[src/mtcv_pkg.sv]
package mtcv_pkg;

  // Stack depth default
  localparam int unsigned STACK_DEPTH_DEF = 8;

  localparam int unsigned NOTE_W = 8;
  localparam int unsigned PWM_W  = 10;

  // Channel 1 status bytes
  localparam logic [7:0] ST_NOTE_ON  = 8'h90;
  localparam logic [7:0] ST_NOTE_OFF = 8'h80;
  localparam logic [7:0] ST_PITCH    = 8'hE0;
  localparam logic [7:0] ST_CTRL     = 8'hB0;

  localparam logic [NOTE_W-1:0] NOTE_OFFSET = 8'd21;

  // Glide rate bands
  localparam logic [7:0] GLIDE_OFF_MAX = 8'd2;
  localparam logic [7:0] GLIDE_R1_LIM  = 8'd45;
  localparam logic [7:0] GLIDE_R2_MAX  = 8'd88;
  localparam logic [7:0] GLIDE_R1_SUB  = 8'd1;
  localparam logic [7:0] GLIDE_R2_SUB  = 8'd21;
  localparam logic [7:0] GLIDE_R3_SUB  = 8'd54;

  localparam logic [1:0] RANGE_OFF = 2'd0;
  localparam logic [1:0] RANGE_R1  = 2'd1;
  localparam logic [1:0] RANGE_R2  = 2'd2;
  localparam logic [1:0] RANGE_R3  = 2'd3;

  localparam logic [PWM_W-1:0] PWM_FULL    = 10'd1023;
  localparam logic [PWM_W-1:0] PITCH_RESET = 10'd511;
  localparam logic [1:0]       GLIDE_SEL_RESET = 2'd1;

  // Divider: fixed dividend over an 8-bit divisor
  localparam int unsigned DIVIDEND  = 1024;
  localparam int unsigned QUOT_W    = $clog2(DIVIDEND) + 1;
  localparam int unsigned DIVISOR_W = 8;

  typedef enum logic [2:0] {
    CMD_NONE,
    CMD_NOTE_ON,
    CMD_NOTE_OFF,
    CMD_PITCH,
    CMD_CTRL
  } cmd_e;

  typedef enum logic [1:0] {
    T_IDLE,
    T_STACK,
    T_DIV,
    T_DONE
  } top_state_e;

  typedef enum logic {
    K_IDLE,
    K_SEARCH
  } stack_state_e;

  typedef enum logic {
    D_IDLE,
    D_RUN
  } div_state_e;

  typedef struct packed {
    logic              start;
    logic              pop;
    logic [NOTE_W-1:0] note;
  } stack_req_t;

  typedef struct packed {
    logic                 start;
    logic [DIVISOR_W-1:0] divisor;
  } div_req_t;

endpackage

[src/mtcv_div.sv]
module mtcv_div (
  input  logic                           clk_i,
  input  logic                           rst_ni,
  input  mtcv_pkg::div_req_t             req_i,
  output logic                           done_o,
  output logic [mtcv_pkg::QUOT_W-1:0]    quot_o
);
  import mtcv_pkg::*;

  localparam int unsigned StepW = $clog2(QUOT_W);
  localparam logic [QUOT_W-1:0] Dividend = QUOT_W'(DIVIDEND);

  div_state_e           state_q, state_d;
  logic [StepW-1:0]     step_q, step_d;
  logic [DIVISOR_W-1:0] rem_q, rem_d;
  logic [DIVISOR_W-1:0] divisor_q, divisor_d;
  logic [QUOT_W-1:0]    quot_q, quot_d;
  logic                 done_q, done_d;

  logic [DIVISOR_W:0]   trial;
  logic [DIVISOR_W:0]   diff;
  logic                 ge;

  // one restoring step: bring down a dividend bit, try the subtract
  assign trial = {rem_q, Dividend[step_q]};
  assign ge    = trial >= {1'b0, divisor_q};
  assign diff  = trial - {1'b0, divisor_q};

  always_comb begin
    state_d   = state_q;
    step_d    = step_q;
    rem_d     = rem_q;
    divisor_d = divisor_q;
    quot_d    = quot_q;
    done_d    = 1'b0;
    unique case (state_q)
      D_IDLE: begin
        if (req_i.start) begin
          divisor_d = req_i.divisor;
          rem_d     = '0;
          quot_d    = '0;
          step_d    = StepW'(QUOT_W - 1);
          state_d   = D_RUN;
        end
      end
      D_RUN: begin
        rem_d  = ge ? diff[DIVISOR_W-1:0] : trial[DIVISOR_W-1:0];
        quot_d = {quot_q[QUOT_W-2:0], ge};
        if (step_q == '0) begin
          done_d  = 1'b1;
          state_d = D_IDLE;
        end else begin
          step_d = step_q - StepW'(1);
        end
      end
      default: state_d = D_IDLE;
    endcase
  end

  always_ff @(posedge clk_i or negedge rst_ni) begin
    if (!rst_ni) begin
      state_q <= D_IDLE;
      done_q  <= 1'b0;
    end else begin
      state_q <= state_d;
      done_q  <= done_d;
    end
  end

  always_ff @(posedge clk_i) begin
    step_q    <= step_d;
    rem_q     <= rem_d;
    divisor_q <= divisor_d;
    quot_q    <= quot_d;
  end

  assign done_o = done_q;
  assign quot_o = quot_q;

`ifndef SYNTH
  a_start_idle : assert property (@(posedge clk_i) disable iff (!rst_ni)
    req_i.start |-> state_q == D_IDLE)
    else $error("divider started while busy");
  a_done_idle : assert property (@(posedge clk_i) disable iff (!rst_ni)
    done_q |-> state_q == D_IDLE)
    else $error("divider done while still running");
  a_nonzero : assert property (@(posedge clk_i) disable iff (!rst_ni)
    state_q == D_RUN |-> divisor_q != '0)
    else $error("divider running on zero divisor");
`endif

endmodule

[src/mtcv_stack.sv]
module mtcv_stack #(
  parameter int unsigned STACK_DEPTH = mtcv_pkg::STACK_DEPTH_DEF
) (
  input  logic                               clk_i,
  input  logic                               rst_ni,
  input  mtcv_pkg::stack_req_t               req_i,
  output logic                               done_o,
  output logic [$clog2(STACK_DEPTH+1)-1:0]   count_o,
  output logic [mtcv_pkg::NOTE_W-1:0]        top_o
);
  import mtcv_pkg::*;

  localparam int unsigned CntW = $clog2(STACK_DEPTH + 1);
  localparam int unsigned IdxW = $clog2(STACK_DEPTH);

  stack_state_e      state_q, state_d;
  logic [NOTE_W-1:0] notes_q [STACK_DEPTH];
  logic [NOTE_W-1:0] notes_d [STACK_DEPTH];
  logic [CntW-1:0]   count_q, count_d;
  logic [IdxW-1:0]   idx_q, idx_d;
  logic [NOTE_W-1:0] key_q, key_d;
  logic              done_q, done_d;
  logic [CntW-1:0]   push_top;

  // newest at index 0; a full stack loses its oldest entry on push
  assign push_top = (count_q >= CntW'(STACK_DEPTH)) ? CntW'(STACK_DEPTH - 1) : count_q;

  always_comb begin
    state_d = state_q;
    notes_d = notes_q;
    count_d = count_q;
    idx_d   = idx_q;
    key_d   = key_q;
    done_d  = 1'b0;
    unique case (state_q)
      K_IDLE: begin
        if (req_i.start) begin
          if (req_i.pop) begin
            if (count_q == '0) begin
              done_d = 1'b1;
            end else begin
              key_d   = req_i.note;
              idx_d   = IdxW'(count_q - CntW'(1));
              state_d = K_SEARCH;
            end
          end else begin
            for (int i = 1; i < STACK_DEPTH; i++) begin
              if (CntW'(i) <= push_top) notes_d[i] = notes_q[i-1];
            end
            notes_d[0] = req_i.note;
            if (count_q < CntW'(STACK_DEPTH)) count_d = count_q + CntW'(1);
            done_d = 1'b1;
          end
        end
      end
      K_SEARCH: begin
        // oldest first, one compare a cycle
        if (notes_q[idx_q] == key_q) begin
          for (int i = 0; i < STACK_DEPTH - 1; i++) begin
            if (CntW'(i) >= CntW'(idx_q) && CntW'(i + 1) < count_q) begin
              notes_d[i] = notes_q[i+1];
            end
          end
          count_d = count_q - CntW'(1);
          done_d  = 1'b1;
          state_d = K_IDLE;
        end else if (idx_q == '0) begin
          done_d  = 1'b1;
          state_d = K_IDLE;
        end else begin
          idx_d = idx_q - IdxW'(1);
        end
      end
      default: state_d = K_IDLE;
    endcase
  end

  always_ff @(posedge clk_i or negedge rst_ni) begin
    if (!rst_ni) begin
      state_q <= K_IDLE;
      count_q <= '0;
      done_q  <= 1'b0;
      for (int i = 0; i < STACK_DEPTH; i++) notes_q[i] <= '0;
    end else begin
      state_q <= state_d;
      count_q <= count_d;
      done_q  <= done_d;
      notes_q <= notes_d;
    end
  end

  always_ff @(posedge clk_i) begin
    idx_q <= idx_d;
    key_q <= key_d;
  end

  assign done_o  = done_q;
  assign count_o = count_q;
  assign top_o   = notes_q[0];

`ifndef SYNTH
  a_count_bound : assert property (@(posedge clk_i) disable iff (!rst_ni)
    count_q <= CntW'(STACK_DEPTH))
    else $error("note count beyond stack depth");
  a_idx_bound : assert property (@(posedge clk_i) disable iff (!rst_ni)
    state_q == K_SEARCH |-> CntW'(idx_q) < count_q)
    else $error("search index past held notes");
  a_start_idle : assert property (@(posedge clk_i) disable iff (!rst_ni)
    req_i.start |-> state_q == K_IDLE)
    else $error("stack request while searching");
`endif

endmodule

[src/midi_to_cv_note_stack_top.sv]
// MIDI to CV converter, last-note priority. One result item per MIDI byte.
// Accepted byte to result valid: a byte with no action goes straight to the result;
// a note on or note off goes through the stack (a note off searches it one entry a
// cycle); a control change above the off band runs the 11-step restoring divider.
// Next byte accepted the cycle after the result is loaded; one byte is in work at a time.
// Reset (async, active low) clears the stack and parser; glide PWM 1023, pitch 511.
module midi_to_cv_note_stack_top #(
  parameter int unsigned STACK_DEPTH = mtcv_pkg::STACK_DEPTH_DEF
) (
  input  logic                           clk_i,
  input  logic                           rst_ni,
  input  logic                           in_valid_i,
  output logic                           in_ready_o,
  input  logic [7:0]                     midi_byte_i,
  output logic                           out_valid_o,
  input  logic                           out_ready_i,
  output logic                           gate_o,
  output logic [6:0]                     note_code_o,
  output logic [1:0]                     glide_select_o,
  output logic [mtcv_pkg::PWM_W-1:0]     pitch_pwm_o,
  output logic [mtcv_pkg::PWM_W-1:0]     glide_pwm_o
);
  import mtcv_pkg::*;

  localparam int unsigned CntW = $clog2(STACK_DEPTH + 1);

  top_state_e        state_q, state_d;
  cmd_e              rtype_q, rtype_d;      // running status
  logic [1:0]        pos_q, pos_d;          // byte position in message
  logic [7:0]        first_q, first_d;      // first data byte
  logic [1:0]        range_q, range_d;
  logic [1:0]        gsel_q, gsel_d;
  logic [6:0]        ncode_q, ncode_d;
  logic [PWM_W-1:0]  pitch_q, pitch_d;
  logic [PWM_W-1:0]  gpwm_q, gpwm_d;
  stack_req_t        stk_req_q, stk_req_d;
  div_req_t          div_req_q, div_req_d;
  logic              out_valid_q, out_valid_d;
  logic              load_out;

  // shared units
  logic              stk_done;
  logic [CntW-1:0]   stk_count;
  logic [NOTE_W-1:0] stk_top;
  logic              div_done;
  logic [QUOT_W-1:0] div_quot;

  // byte decode
  logic              is_status;
  cmd_e              status_cmd;
  cmd_e              rtype_eff;
  logic [1:0]        pos_eff;
  logic [NOTE_W-1:0] top_sub;
  logic [QUOT_W-1:0] quot_m1;

  assign is_status = midi_byte_i[7];
  assign top_sub   = stk_top - NOTE_OFFSET;
  assign quot_m1   = div_quot - QUOT_W'(1);

  always_comb begin
    unique case (midi_byte_i)
      ST_NOTE_ON:  status_cmd = CMD_NOTE_ON;
      ST_NOTE_OFF: status_cmd = CMD_NOTE_OFF;
      ST_PITCH:    status_cmd = CMD_PITCH;
      ST_CTRL:     status_cmd = CMD_CTRL;
      default:     status_cmd = CMD_NONE; // other channels, other message types, system messages
    endcase
  end

  assign rtype_eff = is_status ? status_cmd : rtype_q;
  assign pos_eff   = is_status ? 2'd0 : pos_q;

  always_comb begin
    state_d     = state_q;
    rtype_d     = rtype_q;
    pos_d       = pos_q;
    first_d     = first_q;
    range_d     = range_q;
    gsel_d      = gsel_q;
    ncode_d     = ncode_q;
    pitch_d     = pitch_q;
    gpwm_d      = gpwm_q;
    stk_req_d   = stk_req_q;
    stk_req_d.start = 1'b0;
    div_req_d   = div_req_q;
    div_req_d.start = 1'b0;
    load_out    = 1'b0;

    unique case (state_q)
      T_IDLE: begin
        if (in_valid_i) begin
          rtype_d = rtype_eff;
          // position runs 0,1,2,1,2,... so running status reuses the command
          pos_d   = (pos_eff == 2'd2) ? 2'd1 : pos_eff + 2'd1;
          if (rtype_eff != CMD_NONE && pos_eff == 2'd1) first_d = midi_byte_i;
          state_d = T_DONE;
          if (pos_eff == 2'd2) begin
            case (rtype_eff) inside
              CMD_NOTE_ON, CMD_NOTE_OFF: begin
                // velocity zero on a note on counts as note off
                stk_req_d.start = 1'b1;
                stk_req_d.pop   = (midi_byte_i == '0) || (rtype_eff == CMD_NOTE_OFF);
                stk_req_d.note  = first_q;
                state_d         = T_STACK;
              end
              CMD_PITCH: begin
                pitch_d = {midi_byte_i[6:0], 3'b000};
              end
              CMD_CTRL: begin
                // controller number not checked; value picks band and rate
                if (midi_byte_i <= GLIDE_OFF_MAX) begin
                  range_d = RANGE_OFF;
                  gpwm_d  = PWM_FULL;
                end else begin
                  div_req_d.start = 1'b1;
                  state_d         = T_DIV;
                  if (midi_byte_i < GLIDE_R1_LIM) begin
                    range_d           = RANGE_R1;
                    div_req_d.divisor = midi_byte_i - GLIDE_R1_SUB;
                  end else if (midi_byte_i <= GLIDE_R2_MAX) begin
                    range_d           = RANGE_R2;
                    div_req_d.divisor = midi_byte_i - GLIDE_R2_SUB;
                  end else begin
                    range_d           = RANGE_R3;
                    div_req_d.divisor = midi_byte_i - GLIDE_R3_SUB;
                  end
                end
              end
              default: ;
            endcase
          end
        end
      end
      T_STACK: begin
        if (stk_done) begin
          if (stk_req_q.pop) begin
            if (stk_count == '0) gsel_d = '0;
          end else if (stk_count > CntW'(1)) begin
            gsel_d = range_q;
          end
          ncode_d = top_sub[6:0];
          state_d = T_DONE;
        end
      end
      T_DIV: begin
        if (div_done) begin
          gpwm_d  = quot_m1[PWM_W-1:0];
          state_d = T_DONE;
        end
      end
      T_DONE: begin
        // output register frees up as soon as the old item is taken
        if (!out_valid_q || out_ready_i) begin
          load_out = 1'b1;
          state_d  = T_IDLE;
        end
      end
      default: state_d = T_IDLE;
    endcase
  end

  always_comb begin
    if (load_out) out_valid_d = 1'b1;
    else if (out_ready_i) out_valid_d = 1'b0;
    else out_valid_d = out_valid_q;
  end

  always_ff @(posedge clk_i or negedge rst_ni) begin
    if (!rst_ni) begin
      state_q     <= T_IDLE;
      rtype_q     <= CMD_NONE;
      pos_q       <= 2'd0;
      first_q     <= '0;
      range_q     <= RANGE_OFF;
      gsel_q      <= GLIDE_SEL_RESET;
      ncode_q     <= '0;
      pitch_q     <= PITCH_RESET;
      gpwm_q      <= PWM_FULL;
      stk_req_q   <= '0;
      div_req_q   <= '0;
      out_valid_q <= 1'b0;
    end else begin
      state_q     <= state_d;
      rtype_q     <= rtype_d;
      pos_q       <= pos_d;
      first_q     <= first_d;
      range_q     <= range_d;
      gsel_q      <= gsel_d;
      ncode_q     <= ncode_d;
      pitch_q     <= pitch_d;
      gpwm_q      <= gpwm_d;
      stk_req_q   <= stk_req_d;
      div_req_q   <= div_req_d;
      out_valid_q <= out_valid_d;
    end
  end

  // result payload, held while waiting to be taken
  always_ff @(posedge clk_i) begin
    if (load_out) begin
      gate_o         <= (stk_count != '0);
      note_code_o    <= ncode_q;
      glide_select_o <= gsel_q;
      pitch_pwm_o    <= pitch_q;
      glide_pwm_o    <= gpwm_q;
    end
  end

  assign in_ready_o  = (state_q == T_IDLE);
  assign out_valid_o = out_valid_q;

  mtcv_stack #(
    .STACK_DEPTH (STACK_DEPTH)
  ) u_stack (
    .clk_i   (clk_i),
    .rst_ni  (rst_ni),
    .req_i   (stk_req_q),
    .done_o  (stk_done),
    .count_o (stk_count),
    .top_o   (stk_top)
  );

  mtcv_div u_div (
    .clk_i  (clk_i),
    .rst_ni (rst_ni),
    .req_i  (div_req_q),
    .done_o (div_done),
    .quot_o (div_quot)
  );

`ifndef SYNTH
  a_busy_after_accept : assert property (@(posedge clk_i) disable iff (!rst_ni)
    (in_valid_i && in_ready_o) |=> !in_ready_o)
    else $error("second item taken while one is in work");
  a_stack_done_state : assert property (@(posedge clk_i) disable iff (!rst_ni)
    stk_done |-> state_q == T_STACK)
    else $error("stack finished outside its wait state");
  a_div_done_state : assert property (@(posedge clk_i) disable iff (!rst_ni)
    div_done |-> state_q == T_DIV)
    else $error("divider finished outside its wait state");
`endif

endmodule
[config.mk]
export PLATFORM = sky130hd
export DESIGN_NAME = midi_to_cv_note_stack_top
export DESIGN_NICKNAME = d
export VERILOG_FILES = /design/src/mtcv_pkg.sv /design/src/mtcv_div.sv /design/src/mtcv_stack.sv /design/src/midi_to_cv_note_stack_top.sv
export SDC_FILE = /design/constraint.sdc
export NUM_CORES = 1
export LEC_CHECK = 0
export BUFFER_PORTS_ARGS = -buffer_cell sky130_fd_sc_hd__buf_2
export CAP_MARGIN = 30
export CORE_ASPECT_RATIO = 1.2
export CORE_MARGIN = 2
export CORE_UTILIZATION = 44
export DETAILED_ROUTE_END_ITERATION = 8
export HOLD_SLACK_MARGIN = 0.12
export SLEW_MARGIN = 10
export SYNTH_ARGS = -nofsm -noshare
export SYNTH_HDL_FRONTEND = slang
export SYNTH_SLANG_ARGS = --single-unit
export TNS_END_PERCENT = 50
[constraint.sdc]
create_clock -name clk_i -period 3.8 [get_ports clk_i]
set_clock_uncertainty 0.05 [all_clocks]
set_input_delay 0.95 -clock clk_i [delete_from_list [all_inputs] [get_ports clk_i]]
set_output_delay 0.95 -clock clk_i [all_outputs]
set_load 0.01 [all_outputs]
======== Word-level counts from Yosys, hierarchy flattened ========
Memory sizes are Yosys's and may differ from the RTL's. A register that Yosys moved wholly into a read port is not among the register bits.
Index checks and enable logic that the tools add are counted.
word-level totals
  ROM bits ................................ 16
  output and inout bits ................... 32
  bits in latches ......................... 0
  logic and storage cells ................. 286
  memories kept ........................... 1
  input bits .............................. 12
  register bits after elaboration ......... 209
  bits in writable memories ............... 0
cells by class
  bitwise gates (word level) .............. 8
  add/subtract/negate cells ............... 11
  magnitude comparators ................... 30
  reductions and logical operators ........ 45
  shifts and indexed selects .............. 0
  divide/modulo/power cells ............... 0
  eq/ne operators ......................... 47
  $mul .................................... 0
  mux-type cells .......................... 105
memories
  name              depth  bits a word  read ports  clocked after memory_dff  write ports  line            source
  (name not given)  16     1            1           1                         0            mtcv_div.sv:25  assign trial = {rem_q, Dividend[step_q]};
operators with widths
  kind                   number
  $mux 8                 20
  $mux 64                2
  $mux 10                12
  $pmux 56 s2            1
  $mux 9                 7
  $mux 56                1
  $ne 2x2->1 const B     20
  $pmux 10 s2            2
  $reduce_and 5->1       8
  $eq 8x8->1 const B     4
  $mux 4                 8
  $reduce_and 4->1       7
  $mux 2                 13
  $ne 2x1->1 const B     13
  $bmux 8 s3             1
  $mux 1                 23
  $mux 3                 6
  $le 3x4->1 const A     4
  $lt 3x4->1 const A     4
  $pmux 4 s2             2
  $pmux 8 s2             1
  $pmux 3 s4             1
  $sub 10x1->10 const B  1
  $ge 3x3->1 const A     3
  other kinds (50)       82

======== Longest topological paths before layout ========
  depth in word-level cells ............... 10
  depth in mapped cells ................... 12
  gate-level depth less buffers ........... 11

======== Modules after synthesis ========
A second synthesis with hierarchy kept.
unflattened totals
  cell total of the unflattened synthesis .. 1,101
  area, all modules ....................... 11,720.0 um2
modules (own cells, without submodules)
  module                     times used  seq. area each (um2)  cells each  area an instance (um2)
  mtcv_stack                 1           2,082.0               583         5,521.5
  midi_to_cv_note_stack_top  1           2,464.9               369         4,431.8
  mtcv_div                   1           1,001.0               149         1,766.7

======== Least setup slack after synthesis ========
Ideal clock, no wire load.
  kind .................................... register to register
  start ................................... register u_stack.idx_q[1]
  end ..................................... register u_stack.notes_q[32] in the netlist's numbering
  path slack .............................. 0.557 ns
  setup time .............................. 0.125 ns
  arrival time ............................ 3.068 ns
  required time ........................... 3.625 ns
  cell stages (with the launch flop) ...... 11
  buffers on the path ..................... 2
  clock period less this slack ............ 3.243 ns
  path through ............................ edfxtp_1 clkbuf_1 mux4_2 mux2i_1 xnor2_1 or4_4 nor4_4 nand2_2 o32a_1 buf_6 mux2_4
between the ends
  cells in the longest elaborated chain, start to end .. 7
  elaborated cells on any way between the ends .. 10
  classes of those cells .................. 1 x order compare; 3 x eq/ne; 3 x mux; 1 x bitwise; 2 x reduce/logical
ends and longest elaborated chain
  element                                     line              source
  from (decl)                                 mtcv_stack.sv:20  logic [IdxW-1:0] idx_q, idx_d;
  from (signal assigned)                      mtcv_stack.sv:93  idx_q <= idx_d;
  $not 3->4 (not written as such)             mtcv_stack.sv:58  if (notes_q[idx_q] == key_q) begin
  $bmux 8 s3                                  mtcv_stack.sv:58
  $mux 8 (not written as such) (2 in series)  mtcv_stack.sv:58
  $eq 8x8->1                                  mtcv_stack.sv:58
  $ne 2x2->1 (no source line)                 -
  $reduce_and 5->1 (no source line) (*)       -
  to (signal assigned)                        mtcv_stack.sv:88  notes_q <= notes_d;
  to (decl)                                   mtcv_stack.sv:17  logic [NOTE_W-1:0] notes_q [STACK_DEPTH];
Every way passes the cells marked *; elsewhere a longest branch is shown, timed or not. The select of a mux whose other input is x is not followed.
A chain may end at the register's enable or synchronous reset.

======== Final worst setup path ========
  start ................................... register u_stack.idx_q[0]
  end ..................................... register u_stack.notes_q[29] in the netlist's numbering
The elaborated chain is that of the path after synthesis.

==> flow_summary_export.csv <==
group,metric,value,unit
synth,synthArstFlopShare,0.660,
routing,first_pass_iters,5,
synth,netlist_instances,892,
final_layout,fin_nets,977,
synth,synth.net_count,934,
synth,yosysUniqueCellTypes,66,
clock_tree,root_buffer,"clkbuf_16",
synth,yosys_register_bits,206,
routing,drt-total-wl,23300,µm
routing,drt_iter0_drc,431,
clock_tree,clk_pin_slew,0.06,ns
final_layout,synthToLayoutAreaGrowth,14.1,%
place,dp_cells,1226,
die,core_area,23000,µm²
die,die_y,171,µm
sta,setup_viol,0,
global_routing,grt_pass1_wl,38300,µm
job,drv_cap,0,
place,dpl.hpwl,16100,µm
routing,antenna_left,0,
die,num_rows,61,
critical_path,worst-path-max-fanout,48,
critical_path,crit_type,"flip-flop to flip-flop",
sta,fmax,279,MHz
clock_tree,hold_buffers,0,
status,status,"completed",
clock_tree,insertion_delay,0.50,ns
sta,min_period,3.58,ns
place,io_buffers,43,
sta,hold_viol_final,0,
die,die_area,24400,µm²
final_layout,antenna_cells,0,
routing,routed_via_density,5.57,
final_layout,drive_gt1_frac,0.195,
sta,maxSlewHeadroom,0.347,
final_layout,finish.cell_count_without_fillers,1266,
clock_tree,cts_tree,"built",
pwr,leakage,0.00502,µW
routing,vias,7052,
routing,drc_errors,0,
global_routing,antenna_found_initial,0,
synth,syn-cell-area,10200,µm²
clock_tree,cts_sinks,206,
synth,yosysWarnings,0,
critical_path,cp-end-kind,"flip-flop",
sta,rsz0062_at_grt,"false",
sta,fin_crit_sh,0.943,
routing,wl_per_cell,18.4,µm
synth,synth_common_cells,"dfrtp_1 (118), o21ai_0 (82), a21oi_1 (70), edfxtp_1 (69), nand2_1 (58)",
global_routing,overflow,0,
global_routing,grt_usage,0.196,
synth,postSynthAreaPerCell,11.4,µm²
synth,synth_area_leaders,"dfrtp_1 (29%), edfxtp_1 (20%), dfstp_2 (4.6%), a2bb2oi_1 (4.1%), o21ai_0 (4.0%)",
synth,ys_seq_area_frac,0.541,
synth,ys.flop_type,"dfrtp_1",
sta,fin_tns_setup,0,ns
critical_path,required,4.16,ns
worst_hold_path,min_path_type,"primary input to asynchronous set/reset pin",
die,die_x,143,µm
die,initial_core_util,0.444,
clock_tree,numCtsBuffers,22,
sta,slew_viol_final,0,
global_routing,grt_max_degree,86,
critical_path,start_kind,"flip-flop",
synth,synth_edf_count,69,
pwr,power_density,465,nW/µm²
clock_tree,cts_buffer_depth,3,
synth,yosysTopAreaCellShare,0.290,
synth,yosysTopAreaCell,"dfrtp_1",
sta,tightest_slew,0.979,ns
die,design.portCount,44,
pwr,ir_drop,0.282,mV
clock_tree,htree_levels,1,
global_routing,grt_pass1_vias,7178,
critical_path,worstPathArrival,3.94,ns
synth,synth_most_common_cell,"dfrtp_1",
place,gp_congestion,0.859,
-- flip-flops by register name, summed over array words and instances (netlist names), 9 cells and up --
| register | cells |
|---|---|
| u_div.quot_o | 10 |
| div_req_q | 9 |
| u_stack.notes_q | 56 |
| stk_req_q | 10 |
| glide_pwm_o | 10 |
| gpwm_q | 10 |
-- power by group --
group	total, µW	internal, µW	switching, µW
logic	543	201	342
registers	2490	2430	60.0
clock network	2380	1510	870
-- cells by family after synthesis --
| family | after synthesis | share of synthesized area |
|---|---|---|
| adders and majority gates | 30 | 0.0375 |
| DFF | 206 | 0.541 |
| and+or+nand+nor | 183 | 0.0843 |
| buffers and inverters | 91 | 0.0360 |
| AOI/OAI and AO/OA | 271 | 0.171 |
| muxes | 75 | 0.0990 |
| xor gates and xnor gates | 36 | 0.0309 |
-- worst paths after layout --
check	to	depth (start not counted)	slack (ns)	startpoint
max	u_stack.notes_q[29]$_DFFE_PN0P_	10	0.22	u_stack.idx_q[0]$_DFFE_PP_
min	u_stack.notes_q[1]$_DFFE_PN0P_	1	0.26	rst_ni
max reg2reg	u_stack.notes_q[29]$_DFFE_PN0P_	10	0.22	u_stack.idx_q[0]$_DFFE_PP_
min reg2reg	u_div.divisor_q[0]$_DFFE_PP_	0	0.39	div_req_q[0]$_DFFE_PN0P_
max in group asynchronous	gpwm_q[2]$_DFFE_PN1P_	3	2.45	rst_ni
min in group clk_i	u_div.divisor_q[0]$_DFFE_PP_	0	0.39	div_req_q[0]$_DFFE_PN0P_
-- layout make-up --
cell class,count,area (µm²)
Clock buffer,29,598
Clock inverter,11,201
Fill cell,2032,11300
Inverter,40,150
Multi-Input combinational cell,595,4330
Sequential cell,206,5520
Tap cell,315,394
Timing Repair Buffer,70,444
-- stage by stage --
step | worst slack, ns | hold slack (ns) | power, µW | util | cell area [µm²]
2_1_floorplan | 0.557 | 0.350 | 2870 | - | 10200
4_1_cts | 0.185 | 0.259 | 5480 | 0.506 | 11600
6_report | 0.216 | 0.263 | 5420 | 0.506 | 11600
3_5_place_dp | 0.206 | 0.383 | 3090 | 0.471 | 10800
5_1_grt | 0.0213 | 0.269 | 5640 | 0.506 | 11600
3_3_place_gp | 0.293 | 0.381 | 3070 | 0.470 | 10800
-- routing by layer --
metal / GRT usage / wire length (µm)
met3: 0.0274 / 1120
met2: 0.338 / 11600
met5: 0 / 0
met1: 0.256 / 9980
met4: 0.0585 / 601
-- worst max-delay path, cell delays in order (launching register included) --
cell and delay (ns):
edfxtp_1 0.56, buf_4 0.23, mux4_2 0.50, mux2i_1 0.22
xnor2_1 0.09, or4_4 0.43, nor4_4 0.32, nand2_2 0.09
buf_4 0.33, a21oi_2 0.44, a2bb2oi_1 0.22
-- timing repair --
item / 4_1_cts / 5_1_grt
setup buffers: 0 / 0
setup endpoints to repair: 0 / 2
gates resized for setup: 0 / 2
-- layout by cell type, fill, tap and decap left out, types with 13 or more instances in the layout --
master	n
a2bb2oi_1	48
a21oi_1	70
mux2i_1	21
inv_1	38
buf_2	42
dfrtp_1	117
edfxtp_1	69
nand2_1	58
nor2_1	54
clkbuf_16	23
ha_1	29
mux4_2	13
dfstp_2	18
mux2_2	32
xnor2_1	24
buf_4	26
o21ai_0	82
Power figures use the tool's default switching activity.
